## src/hw/rtl/lqni_pkg.sv

```systemverilog
// Shared types, constants and the sequencer microcode for the LCD nibble interface.
package lqni_pkg;

  // Queue geometry
  localparam int QUEUE_DEPTH = 128;
  localparam int IDX_W       = $clog2(QUEUE_DEPTH);
  localparam int CNT_W       = $clog2(QUEUE_DEPTH + 1);
  localparam int ENTRY_W     = 10;

  // Input action codes
  localparam logic [1:0] ACT_POLL  = 2'd0;
  localparam logic [1:0] ACT_CHAR  = 2'd1;
  localparam logic [1:0] ACT_INSTR = 2'd2;

  // Queue entry kinds (entry bits 9..8)
  localparam logic [1:0] KIND_FULL = 2'd0;
  localparam logic [1:0] KIND_HIGH = 2'd1;
  localparam logic [1:0] KIND_CHAR = 2'd2;

  // Status codes
  localparam logic [1:0] ST_EMPTY = 2'd0;
  localparam logic [1:0] ST_SENT  = 2'd1;
  localparam logic [1:0] ST_BUSY  = 2'd2;
  localparam logic [1:0] ST_DROP  = 2'd3;

  // Port byte constants
  localparam logic [7:0] PORT_READ_STROBE = 8'hC0;

  // Nibble select in a control word
  localparam logic [1:0] NIB_NONE = 2'd0;
  localparam logic [1:0] NIB_HI   = 2'd1;
  localparam logic [1:0] NIB_LO   = 2'd2;

  // Jump conditions
  localparam logic [1:0] JC_NONE = 2'd0;
  localparam logic [1:0] JC_BUSY = 2'd1;
  localparam logic [1:0] JC_HIGH = 2'd2;

  // Microprogram step addresses
  localparam int STEP_W = 4;
  localparam logic [STEP_W-1:0] STEP_BR0   = 4'd0;
  localparam logic [STEP_W-1:0] STEP_BR1   = 4'd1;
  localparam logic [STEP_W-1:0] STEP_BR2   = 4'd2;
  localparam logic [STEP_W-1:0] STEP_BR3   = 4'd3;
  localparam logic [STEP_W-1:0] STEP_BR4   = 4'd4;
  localparam logic [STEP_W-1:0] STEP_HI0   = 4'd5;
  localparam logic [STEP_W-1:0] STEP_HI1   = 4'd6;
  localparam logic [STEP_W-1:0] STEP_HI2   = 4'd7;
  localparam logic [STEP_W-1:0] STEP_LO0   = 4'd8;
  localparam logic [STEP_W-1:0] STEP_LO1   = 4'd9;
  localparam logic [STEP_W-1:0] STEP_LO2   = 4'd10;
  localparam logic [STEP_W-1:0] STEP_SENT  = 4'd11;
  localparam logic [STEP_W-1:0] STEP_BUSY  = 4'd12;
  localparam logic [STEP_W-1:0] STEP_EMPTY = 4'd13;
  localparam logic [STEP_W-1:0] STEP_DROP  = 4'd14;

  // Channel payloads
  typedef struct packed {
    logic [1:0] action;
    logic [7:0] data_byte;
    logic       high_nibble_only;
    logic       busy_flag;
  } in_item_t;

  typedef struct packed {
    logic       port_write;
    logic [7:0] port_value;
    logic       port_reading;
    logic       busy_sample;
    logic [1:0] status;
    logic       last;
  } out_item_t;

  // One microcode control word
  typedef struct packed {
    logic              port_write;
    logic              en;
    logic              rd;
    logic              reading;
    logic              sample;
    logic [1:0]        nib;
    logic [1:0]        status;
    logic              last;
    logic [1:0]        jcond;
    logic [STEP_W-1:0] jtarget;
    logic              ram_re;
    logic              deq;
  } ctrl_t;

  function automatic ctrl_t mk(input logic wr, input logic en, input logic rd,
                               input logic reading, input logic sample,
                               input logic [1:0] nib, input logic [1:0] status,
                               input logic last, input logic [1:0] jcond,
                               input logic [STEP_W-1:0] jtarget,
                               input logic ram_re, input logic deq);
    ctrl_t c;
    c.port_write = wr;
    c.en         = en;
    c.rd         = rd;
    c.reading    = reading;
    c.sample     = sample;
    c.nib        = nib;
    c.status     = status;
    c.last       = last;
    c.jcond      = jcond;
    c.jtarget    = jtarget;
    c.ram_re     = ram_re;
    c.deq        = deq;
    return c;
  endfunction

  // Microcode ROM: busy-read strobes, upper nibble, lower nibble, status
  function automatic ctrl_t ucode(input logic [STEP_W-1:0] s);
    ctrl_t c;
    case (s)
      STEP_BR0:   c = mk(1'b1, 1'b0, 1'b1, 1'b1, 1'b0, NIB_NONE, ST_EMPTY, 1'b0,
                         JC_NONE, STEP_BR0, 1'b1, 1'b0);
      STEP_BR1:   c = mk(1'b1, 1'b1, 1'b1, 1'b1, 1'b1, NIB_NONE, ST_EMPTY, 1'b0,
                         JC_NONE, STEP_BR0, 1'b0, 1'b0);
      STEP_BR2:   c = mk(1'b1, 1'b0, 1'b1, 1'b1, 1'b0, NIB_NONE, ST_EMPTY, 1'b0,
                         JC_NONE, STEP_BR0, 1'b0, 1'b0);
      STEP_BR3:   c = mk(1'b1, 1'b1, 1'b1, 1'b1, 1'b0, NIB_NONE, ST_EMPTY, 1'b0,
                         JC_NONE, STEP_BR0, 1'b0, 1'b0);
      STEP_BR4:   c = mk(1'b1, 1'b0, 1'b1, 1'b1, 1'b0, NIB_NONE, ST_EMPTY, 1'b0,
                         JC_BUSY, STEP_BUSY, 1'b0, 1'b0);
      STEP_HI0:   c = mk(1'b1, 1'b0, 1'b0, 1'b0, 1'b0, NIB_HI, ST_EMPTY, 1'b0,
                         JC_NONE, STEP_BR0, 1'b0, 1'b1);
      STEP_HI1:   c = mk(1'b1, 1'b1, 1'b0, 1'b0, 1'b0, NIB_HI, ST_EMPTY, 1'b0,
                         JC_NONE, STEP_BR0, 1'b0, 1'b0);
      STEP_HI2:   c = mk(1'b1, 1'b0, 1'b0, 1'b0, 1'b0, NIB_HI, ST_EMPTY, 1'b0,
                         JC_HIGH, STEP_SENT, 1'b0, 1'b0);
      STEP_LO0:   c = mk(1'b1, 1'b0, 1'b0, 1'b0, 1'b0, NIB_LO, ST_EMPTY, 1'b0,
                         JC_NONE, STEP_BR0, 1'b0, 1'b0);
      STEP_LO1:   c = mk(1'b1, 1'b1, 1'b0, 1'b0, 1'b0, NIB_LO, ST_EMPTY, 1'b0,
                         JC_NONE, STEP_BR0, 1'b0, 1'b0);
      STEP_LO2:   c = mk(1'b1, 1'b0, 1'b0, 1'b0, 1'b0, NIB_LO, ST_EMPTY, 1'b0,
                         JC_NONE, STEP_BR0, 1'b0, 1'b0);
      STEP_SENT:  c = mk(1'b0, 1'b0, 1'b0, 1'b0, 1'b0, NIB_NONE, ST_SENT, 1'b1,
                         JC_NONE, STEP_BR0, 1'b0, 1'b0);
      STEP_BUSY:  c = mk(1'b0, 1'b0, 1'b0, 1'b0, 1'b0, NIB_NONE, ST_BUSY, 1'b1,
                         JC_NONE, STEP_BR0, 1'b0, 1'b0);
      STEP_EMPTY: c = mk(1'b0, 1'b0, 1'b0, 1'b0, 1'b0, NIB_NONE, ST_EMPTY, 1'b1,
                         JC_NONE, STEP_BR0, 1'b0, 1'b0);
      STEP_DROP:  c = mk(1'b0, 1'b0, 1'b0, 1'b0, 1'b0, NIB_NONE, ST_DROP, 1'b1,
                         JC_NONE, STEP_BR0, 1'b0, 1'b0);
      default:    c = mk(1'b0, 1'b0, 1'b0, 1'b0, 1'b0, NIB_NONE, ST_EMPTY, 1'b1,
                         JC_NONE, STEP_BR0, 1'b0, 1'b0);
    endcase
    return c;
  endfunction

endpackage

```

## src/hw/rtl/lqni_ram.sv

```systemverilog
// Generic single-write, single-read RAM with registered read data.
module lqni_ram #(
  parameter int WIDTH = 8,
  parameter int DEPTH = 16
) (
  input  logic                     clk,
  input  logic                     we,
  input  logic [$clog2(DEPTH)-1:0] waddr,
  input  logic [WIDTH-1:0]         wdata,
  input  logic                     re,
  input  logic [$clog2(DEPTH)-1:0] raddr,
  output logic [WIDTH-1:0]         rdata
);

  logic [WIDTH-1:0] mem [DEPTH];
  logic [WIDTH-1:0] rdata_r;

  // Write port
  always_ff @(posedge clk) begin
    if (we) begin
      mem[waddr] <= wdata;
    end
  end

  // Registered read port, holds until the next read
  always_ff @(posedge clk) begin
    if (re) begin
      rdata_r <= mem[raddr];
    end
  end

  assign rdata = rdata_r;

endmodule

```

## src/hw/rtl/lcd_queued_nibble_interface_unit.sv

```systemverilog
// Top level: queued 4-bit character LCD interface driven by a microcoded sequencer.
//
//   channel | direction | handshake         | payload
//   --------+-----------+-------------------+-----------
//   in      | input     | in_valid/in_stall | in_item_t
//   out     | output    | out_valid/out_stall | out_item_t
//
// An item gives one result per cycle while the output is not stalled: 1 result for a
// drop or empty status, 6 for a busy status, 9 or 12 for a sent entry (12 results at most).
// The next item is taken in the cycle the final result is loaded into the
// output register, so the microcode step counter sets the rate.
// Reset clears the queue indices, the count and the sequencer; the queue RAM
// is not cleared. A stalled output freezes the sequencer in place.
module lcd_queued_nibble_interface_unit import lqni_pkg::*; (
  input  logic      clk,
  input  logic      rst_n,
  input  logic      in_valid,
  output logic      in_stall,
  input  in_item_t  in_data,
  output logic      out_valid,
  input  logic      out_stall,
  output out_item_t out_data
);

  logic              run_r, run_nxt;
  logic [STEP_W-1:0] step_r, step_nxt;
  logic              busy_r, busy_nxt;
  logic [IDX_W-1:0]  rd_idx_r, rd_idx_nxt;
  logic [IDX_W-1:0]  wr_idx_r, wr_idx_nxt;
  logic [CNT_W-1:0]  cnt_r, cnt_nxt;
  logic              out_valid_r, out_valid_nxt;
  out_item_t         out_data_r, out_data_nxt;

  ctrl_t             cw;
  logic              adv;
  logic              in_xfer;
  logic              enq;
  logic              full;
  logic              enq_ok;
  logic [1:0]        new_kind;
  logic [ENTRY_W-1:0] rd_entry;
  logic [1:0]        rd_kind;
  logic [7:0]        rd_byte;
  logic [3:0]        nib_val;
  logic              rs_bit;
  logic              jump;
  logic [STEP_W-1:0] start_step;

  // Microcode fetch and sequencer advance
  assign cw       = ucode(step_r);
  assign adv      = run_r & (~out_valid_r | ~out_stall);
  assign in_stall = run_r & ~(adv & cw.last);
  assign in_xfer  = in_valid & ~in_stall;

  // Enqueue decode
  assign enq      = in_xfer & ((in_data.action == ACT_CHAR) | (in_data.action == ACT_INSTR));
  assign full     = (cnt_r == CNT_W'(QUEUE_DEPTH));
  assign enq_ok   = enq & ~full;
  assign new_kind = (in_data.action == ACT_CHAR) ? KIND_CHAR :
                    (in_data.high_nibble_only ? KIND_HIGH : KIND_FULL);

  // First microcode step for a new item
  always_comb begin
    if (enq & full) begin
      start_step = STEP_DROP;
    end else if (~enq_ok && (cnt_r == '0)) begin
      start_step = STEP_EMPTY;
    end else begin
      start_step = STEP_BR0;
    end
  end

  // Pending queue storage
  lqni_ram #(
    .WIDTH(ENTRY_W),
    .DEPTH(QUEUE_DEPTH)
  ) u_queue (
    .clk  (clk),
    .we   (enq_ok),
    .waddr(wr_idx_r),
    .wdata({new_kind, in_data.data_byte}),
    .re   (adv & cw.ram_re),
    .raddr(rd_idx_r),
    .rdata(rd_entry)
  );

  assign rd_kind = rd_entry[9:8];
  assign rd_byte = rd_entry[7:0];

  // Datapath: nibble select and register select
  always_comb begin
    case (cw.nib)
      NIB_HI:  nib_val = rd_byte[7:4];
      NIB_LO:  nib_val = rd_byte[3:0];
      default: nib_val = 4'h0;
    endcase
  end
  assign rs_bit = (cw.nib != NIB_NONE) && (rd_kind == KIND_CHAR);

  // Conditional jump
  always_comb begin
    case (cw.jcond)
      JC_BUSY: jump = busy_r;
      JC_HIGH: jump = (rd_kind == KIND_HIGH);
      default: jump = 1'b0;
    endcase
  end

  // Next-state logic
  always_comb begin
    run_nxt       = run_r;
    step_nxt      = step_r;
    busy_nxt      = busy_r;
    rd_idx_nxt    = rd_idx_r;
    wr_idx_nxt    = wr_idx_r;
    cnt_nxt       = cnt_r;
    out_valid_nxt = out_valid_r;
    out_data_nxt  = out_data_r;

    // Output register drains on transfer
    if (out_valid_r & ~out_stall) begin
      out_valid_nxt = 1'b0;
    end

    // Emit one result per step
    if (adv) begin
      out_valid_nxt           = 1'b1;
      out_data_nxt.port_write = cw.port_write;
      // bit7 enable, bit6 read, bit5 register select, bits 3..0 data
      out_data_nxt.port_value = {cw.en, cw.rd, rs_bit, 1'b0, nib_val};
      out_data_nxt.port_reading = cw.reading;
      out_data_nxt.busy_sample  = cw.sample;
      out_data_nxt.status       = cw.status;
      out_data_nxt.last         = cw.last;
      step_nxt = jump ? cw.jtarget : step_r + 1'b1;
      if (cw.last) begin
        run_nxt = 1'b0;
      end
      if (cw.deq) begin
        rd_idx_nxt = (rd_idx_r == IDX_W'(QUEUE_DEPTH - 1)) ? '0 : rd_idx_r + 1'b1;
        cnt_nxt    = cnt_r - 1'b1;
      end
    end

    // New item
    if (in_xfer) begin
      run_nxt  = 1'b1;
      step_nxt = start_step;
      busy_nxt = in_data.busy_flag;
      if (enq_ok) begin
        wr_idx_nxt = (wr_idx_r == IDX_W'(QUEUE_DEPTH - 1)) ? '0 : wr_idx_r + 1'b1;
        cnt_nxt    = cnt_r + 1'b1;
      end
    end
  end

  // Control registers
  always_ff @(posedge clk) begin
    if (!rst_n) begin
      run_r       <= 1'b0;
      step_r      <= STEP_BR0;
      rd_idx_r    <= '0;
      wr_idx_r    <= '0;
      cnt_r       <= '0;
      out_valid_r <= 1'b0;
    end else begin
      run_r       <= run_nxt;
      step_r      <= step_nxt;
      rd_idx_r    <= rd_idx_nxt;
      wr_idx_r    <= wr_idx_nxt;
      cnt_r       <= cnt_nxt;
      out_valid_r <= out_valid_nxt;
    end
  end

  // Payload registers
  always_ff @(posedge clk) begin
    busy_r     <= busy_nxt;
    out_data_r <= out_data_nxt;
  end

  assign out_valid = out_valid_r;
  assign out_data  = out_data_r;

endmodule

```

## config.mk

```make
export PLATFORM = sky130hd
export DESIGN_NAME = lcd_queued_nibble_interface_unit
export DESIGN_NICKNAME = d
export VERILOG_FILES = /design/src/hw/rtl/lqni_pkg.sv /design/src/hw/rtl/lqni_ram.sv /design/src/hw/rtl/lcd_queued_nibble_interface_unit.sv
export SDC_FILE = /design/constraint.sdc
export NUM_CORES = 1
export LEC_CHECK = 0
export BUFFER_PORTS_ARGS = -buffer_cell sky130_fd_sc_hd__buf_2
export CAP_MARGIN = 15
export CELL_PAD_IN_SITES_DETAIL_PLACEMENT = 1
export CELL_PAD_IN_SITES_GLOBAL_PLACEMENT = 2
export CORE_MARGIN = 2
export CORE_UTILIZATION = 50
export DETAILED_ROUTE_END_ITERATION = 10
export PLACE_DENSITY = 0.88
export SLEW_MARGIN = 10
export SYNTH_ARGS = -nofsm -noshare
export SYNTH_HDL_FRONTEND = slang
export SYNTH_SLANG_ARGS = --single-unit
```

## constraint.sdc

```tcl
create_clock -name clk -period 7.8 [get_ports clk]
set_input_delay 1.95 -clock clk [delete_from_list [all_inputs] [get_ports clk]]
set_output_delay 1.95 -clock clk [all_outputs]
set_load 0.1 [all_outputs]
```

# After elaboration in Yosys (flattened, before gate mapping)
# Memory sizes are Yosys's and may differ from the RTL's. A register that Yosys moved wholly into a read port is not among the register bits.
# Index checks and enable logic that the tools add are counted.
[totals]
ff_bits = 42
mem_bits_rw = 1280
mem_bits_ro = 288
input_bits = 16
output_inout_bits = 16
word_cells = 82
memories = 2
[classes]
n_addsub = 5
eq_ne = 11
n_mux = 24
bitwise = 17
reduce_logical = 10
[mem_list]
columns = ["memory", "depth", "width", "read_ports", "rd_clocked_by_memory_dff", "write_ports", "line", "text"]
rows = [
  ["u_queue.mem", 128, 10, 1, 1, 1, "lqni_ram.sv:15", "logic [WIDTH-1:0] mem [DEPTH];"],
  ["(name not given)", 16, 18, 1, 1, 0, "lqni_pkg.sv:115", "case (s)"],
]
[ops]
columns = ["op", "count"]
rows = [
  ["two-way mux 8 bit", 4],
  ["two-way mux 4 bit", 7],
  ["adder 7 x 1 -> 7 bit (second input constant)", 2],
  ["equality test 7 bit (second input constant)", 2],
  ["two-way mux 7 bit", 2],
  ["AND 1 bit", 9],
  ["adder 8 x 1 -> 8 bit (second input constant)", 1],
  ["equality test 2 x 1 -> 1 bit (second input constant)", 4],
  ["equality test 2 bit (second input constant)", 4],
  ["equality test 8 bit (second input constant)", 1],
  ["logical NOT 8 bit", 1],
  ["two-way mux 1 bit", 8],
  ["case mux 4 bit (2 select lines)", 1],
  ["nonzero test 2 bit", 4],
  ["subtractor 8 x 1 -> 8 bit (second input constant)", 1],
  ["inverter 1 bit", 6],
  ["AND reduction 2 bit", 3],
  ["adder 4 x 1 -> 4 bit (second input constant)", 1],
  ["logical AND 1 bit", 2],
  ["two-way mux 2 bit", 1],
  ["OR 1 bit", 2],
  ["case mux 1 bit (2 select lines)", 1],
]

# Longest topological paths before layout
[depth]
ltp_word = 17
mapped_depth = 11
mapped_depth_nobuf = 11

# Hierarchy
# From an unflattened synthesis, not the netlist that was laid out.
[hier_totals]
cells_unflattened = 2266
hier_area_um2 = 52230.1
[modules_own_cells]
columns = ["module", "n_inst", "cells_each", "area_per_inst_um2", "seq_area_each_um2"]
rows = [
  ["lqni_ram", 1, 1998, 49454.9, 38737.2],
  ["lcd_queued_nibble_interface_unit", 1, 268, 2775.2, 1231.2],
]

# Least setup slack after synthesis
# OpenSTA, ideal clock, no wires.
[synth_path]
kind = "input to register"
startpoint = "input in_data[11] (netlist name)"
endpoint = "memory u_queue.mem[0][8] (netlist name) (data pin)"
setup_ns = 0.818
arrival_ns = 6.423
required_time_ns = 6.982
setup_slack_ns = 0.559
cell_stages = 3
n_path_buf = 0
cell_sequence = "inv_1 > ha_1 > nor2b_1"
[synth_between]
elab_chain_cells = 2
[synth_lines]
columns = ["element", "line", "text"]
rows = [
  ["from (decl)", "lcd_queued_nibble_interface_unit.sv:19", "input in_item_t in_data,"],
  ["equality test 2 x 1 -> 1 bit", "lcd_queued_nibble_interface_unit.sv:59", "assign new_kind = (in_data.action == ACT_CHAR) ? KIND_CHAR :"],
  ["two-way mux 2 bit", "lcd_queued_nibble_interface_unit.sv:59", ""],
  ["named net new_kind[0]", "lcd_queued_nibble_interface_unit.sv:40", "logic [1:0] new_kind;"],
  ["to (decl)", "lqni_ram.sv:15", ""],
]
# The timed path passes the listed nets, and every way through them passes these cells.

# Worst setup path in the final report
[layout_path]
startpoint = "input in_valid"
endpoint = "memory u_queue.mem[27][6] (netlist name), enable pin"
[layout_between]
elab_chain_cells = 5
[layout_lines]
columns = ["element", "line", "text"]
rows = [
  ["from (decl)", "lcd_queued_nibble_interface_unit.sv:17", "input logic in_valid,"],
  ["AND 1 bit", "lcd_queued_nibble_interface_unit.sv:53", "assign in_xfer = in_valid & ~in_stall;"],
  ["AND 1 bit", "lcd_queued_nibble_interface_unit.sv:56", "assign enq = in_xfer & ((in_data.action == ACT_CHAR) | (in_data.action == ACT_INSTR));"],
  ["AND 1 bit", "lcd_queued_nibble_interface_unit.sv:58", "assign enq_ok = enq & ~full;"],
  ["two-way mux 1 bit", "lqni_ram.sv:20", "if (we) begin"],
  ["two-way mux 1 bit (implied by the code)", "lqni_ram.sv:21", "mem[waddr] <= wdata;"],
]
# No other way between the ends.

==> results.cfg <==
[sta]
final.setup_skew_ps = 24.26
drv_slew = 0
fin_crit_sh = 0.6270
whs_ps = 415.6
max_slew_margin = 0.1928
worst_pin_slew_ps = 1211
finalSetupViolations = 0
tns_ps = 0
finalCriticalPeriod_ps = 4890
fmax_mhz = 204.5
hold_viol = 0
rsz0062_at_grt = no

[routing]
drt_iter0_drc = 3914
drc_errors = 0
wire_per_inst_um = 35.84
vias_per_cell = 6.635
vias = 27240
final_antenna_net_count = 0
totalWireLength_mm = 147.1
firstDrtPassIters = 5

[critical_path]
worst_setup_path_end_kind = flip-flop
cp.buffers_inverters = 1
cp-start-kind = input port
cp_slowest_cell = nor2_1
cp.arrival_ps = 5260
critPathMaxStageDelay_ps = 1130
r2r_cells = 7
criticalPathCategory = input port to flip-flop
path_max_fanout = 16
critPathRequiredTime_ps = 8170
critical_path_depth = 7
path_cells = buf_2 -> and2b_4 -> a31oi_4 -> or3_1 -> nor2_4 -> nand3_2 -> nor2_1
crit_family = simple AND/OR/NAND/NOR gates

[die]
initial_core_util = 0.5050
die_area_um2 = 107300
core_um2 = 103600
row_count = 118
die-width_um = 327.5
io_pins = 32
die_y_um = 327.5

[logic_synthesis]
yosys.area.top_type = edfxtp_1
syn-cell-area_um2 = 52340
synthCells = 2555
synth_area_leaders = edfxtp_1 (75%), mux4_2 (13%), dfxtp_1 (1.6%)
ys_warn_count = 0
synth-edff-count = 1303
synthDistinctLibCells = 74
async_reset_ff_frac = 0
postSynthNetCount = 2585
synth_area_per_cell_um2 = 20.48
synth_flop_cell = edfxtp_1
synth_top_area_frac = 0.7476
ys_seq_area_frac = 0.7636
ys_ff_latch = 1345

[grt]
grt_max_degree = 141
antenna_found_initial = 1
grt_pass1_wl_mm = 212.1
grtUsageTotal = 0.2799
grt_pass1_vias = 28150
grt_overflow = 0

[clock_network]
cts_max_path_buffers = 3
post_cts_resized = 0
cts_tree = yes
cts_buffers = 134
ctsHtreeMaxLevel = 4
clock_latency_ps = 750
cts_setup_buffers = 0
hold_buffers = 0
cts_sinks = 1345
clk_pin_slew_ps = 60
cts-root-buf = clkbuf_16

[layout]
layout.nets = 2653
most-common-layout-cells = edfxtp_1 (1303), mux4_2 (305), nor2_1 (171)
area_growth_pct = 10.84
diodes = 0
drive_gt1_frac = 0.2228
multiInputGateArea_um2 = 11570
num-fill-cells = 8907
layout_commonest_cell = edfxtp_1
final_cell_area_um2 = 58010
seq_area_um2 = 39980
stdcell_count = 4105

[power]
power_per_cell_area_nw_per_um2 = 248.5
leakagePower_uw = 0.01724
ir_drop_mv = 0.2041

[placement]
place.gp.congestion = 0.9013
placed_area_um2 = 53850
io_buffer_count = 30
dpl.hpwl_mm = 89.14
dpl.cell_count = 3864

[run_status]
status = finished clean

[worst_hold_path]
worstHoldPathCells = 0
min_path_type = flip-flop to flip-flop

[job]
drv_cap = 0
synth_stat cells, types with 8 or more instances:
| cell | instances |
|---|---|
| a31oi_1 | 8 |
| clkbuf_1 | 33 |
| nor2b_1 | 23 |
| nand3_1 | 39 |
| o22ai_1 | 58 |
| edfxtp_1 | 1303 |
| ha_1 | 14 |
| inv_1 | 21 |
| and2_1 | 11 |
| a211oi_1 | 12 |
| dfxtp_1 | 42 |
| a221oi_1 | 12 |
| mux2_2 | 11 |
| a21oi_1 | 30 |
| buf_6 | 8 |
| nand2_1 | 69 |
| buf_2 | 55 |
| buf_4 | 32 |
| mux4_2 | 305 |
| nand2b_1 | 17 |
| mux2i_1 | 49 |
| a22oi_1 | 50 |
| a22o_1 | 11 |
| xor2_1 | 9 |
| nor2_1 | 172 |
| nor3_1 | 28 |
| o21ai_0 | 22 |
routing by layer:
layer	vias to the layer above	global-route usage	routed length, um
met5	-	0	8
met4	2	0.1194	6223
met3	323	0.05644	14210
met2	1879	0.4420	71010
met1	14300	0.3833	55680
li1	10730	-	-
flip-flops by register name (all words and copies together), names as in the netlist:
name and cells:
u_queue.mem 1280, cw 14, out_data 12, u_queue.rdata 10
cnt_r 8, rd_idx_r 7, wr_idx_r 7, step_r 4
busy_r 1, out_valid 1, run_r 1
path summary, 6_finish.rpt:
| path | from | to | slack [ps] |
|---|---|---|---|
| hold reg to reg | cw[15] | out_data[11] | 420 |
| hold / removal | cw[15] | out_data[11] | 420 |
| setup / recovery | in_valid | u_queue.mem[27][6] | 2910 |
| setup reg to reg | rd_idx_r[0] | u_queue.rdata[0] | 3610 |
cell type report:
class                           instances  area share
Sequential cell                      1345      0.6892
Clock inverter                         66    0.009468
Inverter                               22    0.001467
Multi-Input combinational cell       1053      0.1995
Tap cell                             1380     0.02976
Timing Repair Buffer                   67    0.008972
Clock buffer                          172     0.06166
report_power, final:
part,switching [uW],leakage (uW),total [uW],internal [uW]
Sequential,13.4,0.0120,7950,7940
Combinational,254,0.00323,308,53.3
Clock,2750,0.00203,6150,3400
cell families (layout without fill, tap and decap cells):
group                      count (synthesis)  in the layout  share of synthesized area
AOI/OAI and AO/OA                        240            240                    0.03196
xor gates and xnor gates                  15             15                   0.002510
adders and majority gates                 14             14                   0.003347
buffers and inverters                    157            327                    0.01606
DFF                                     1345           1345                     0.7636
muxes                                    365            365                     0.1430
other                                      1              1                 0.00007165
and+or+nand+nor                          418            418                    0.03942
per-stage QoR:
stage	utilization	power [uW]	setup slack, ps
floorplan	-	8230	559.5
CTS	0.5593	14460	2976
detailed placement	0.5195	8415	2222
global placement	0.5195	8400	2331
finish	0.5597	14420	2910
global route	0.5597	14710	2867
worst reg2reg max path: stages (launching register included):
cell and delay (ps):
dfxtp_4 1040, buf_12 620, mux4_2 840, a22o_1 230
a221oi_1 350, nor3_1 90, nor4_1 650, a31oi_1 90
Note: power is estimated with default switching activity, not from simulation.
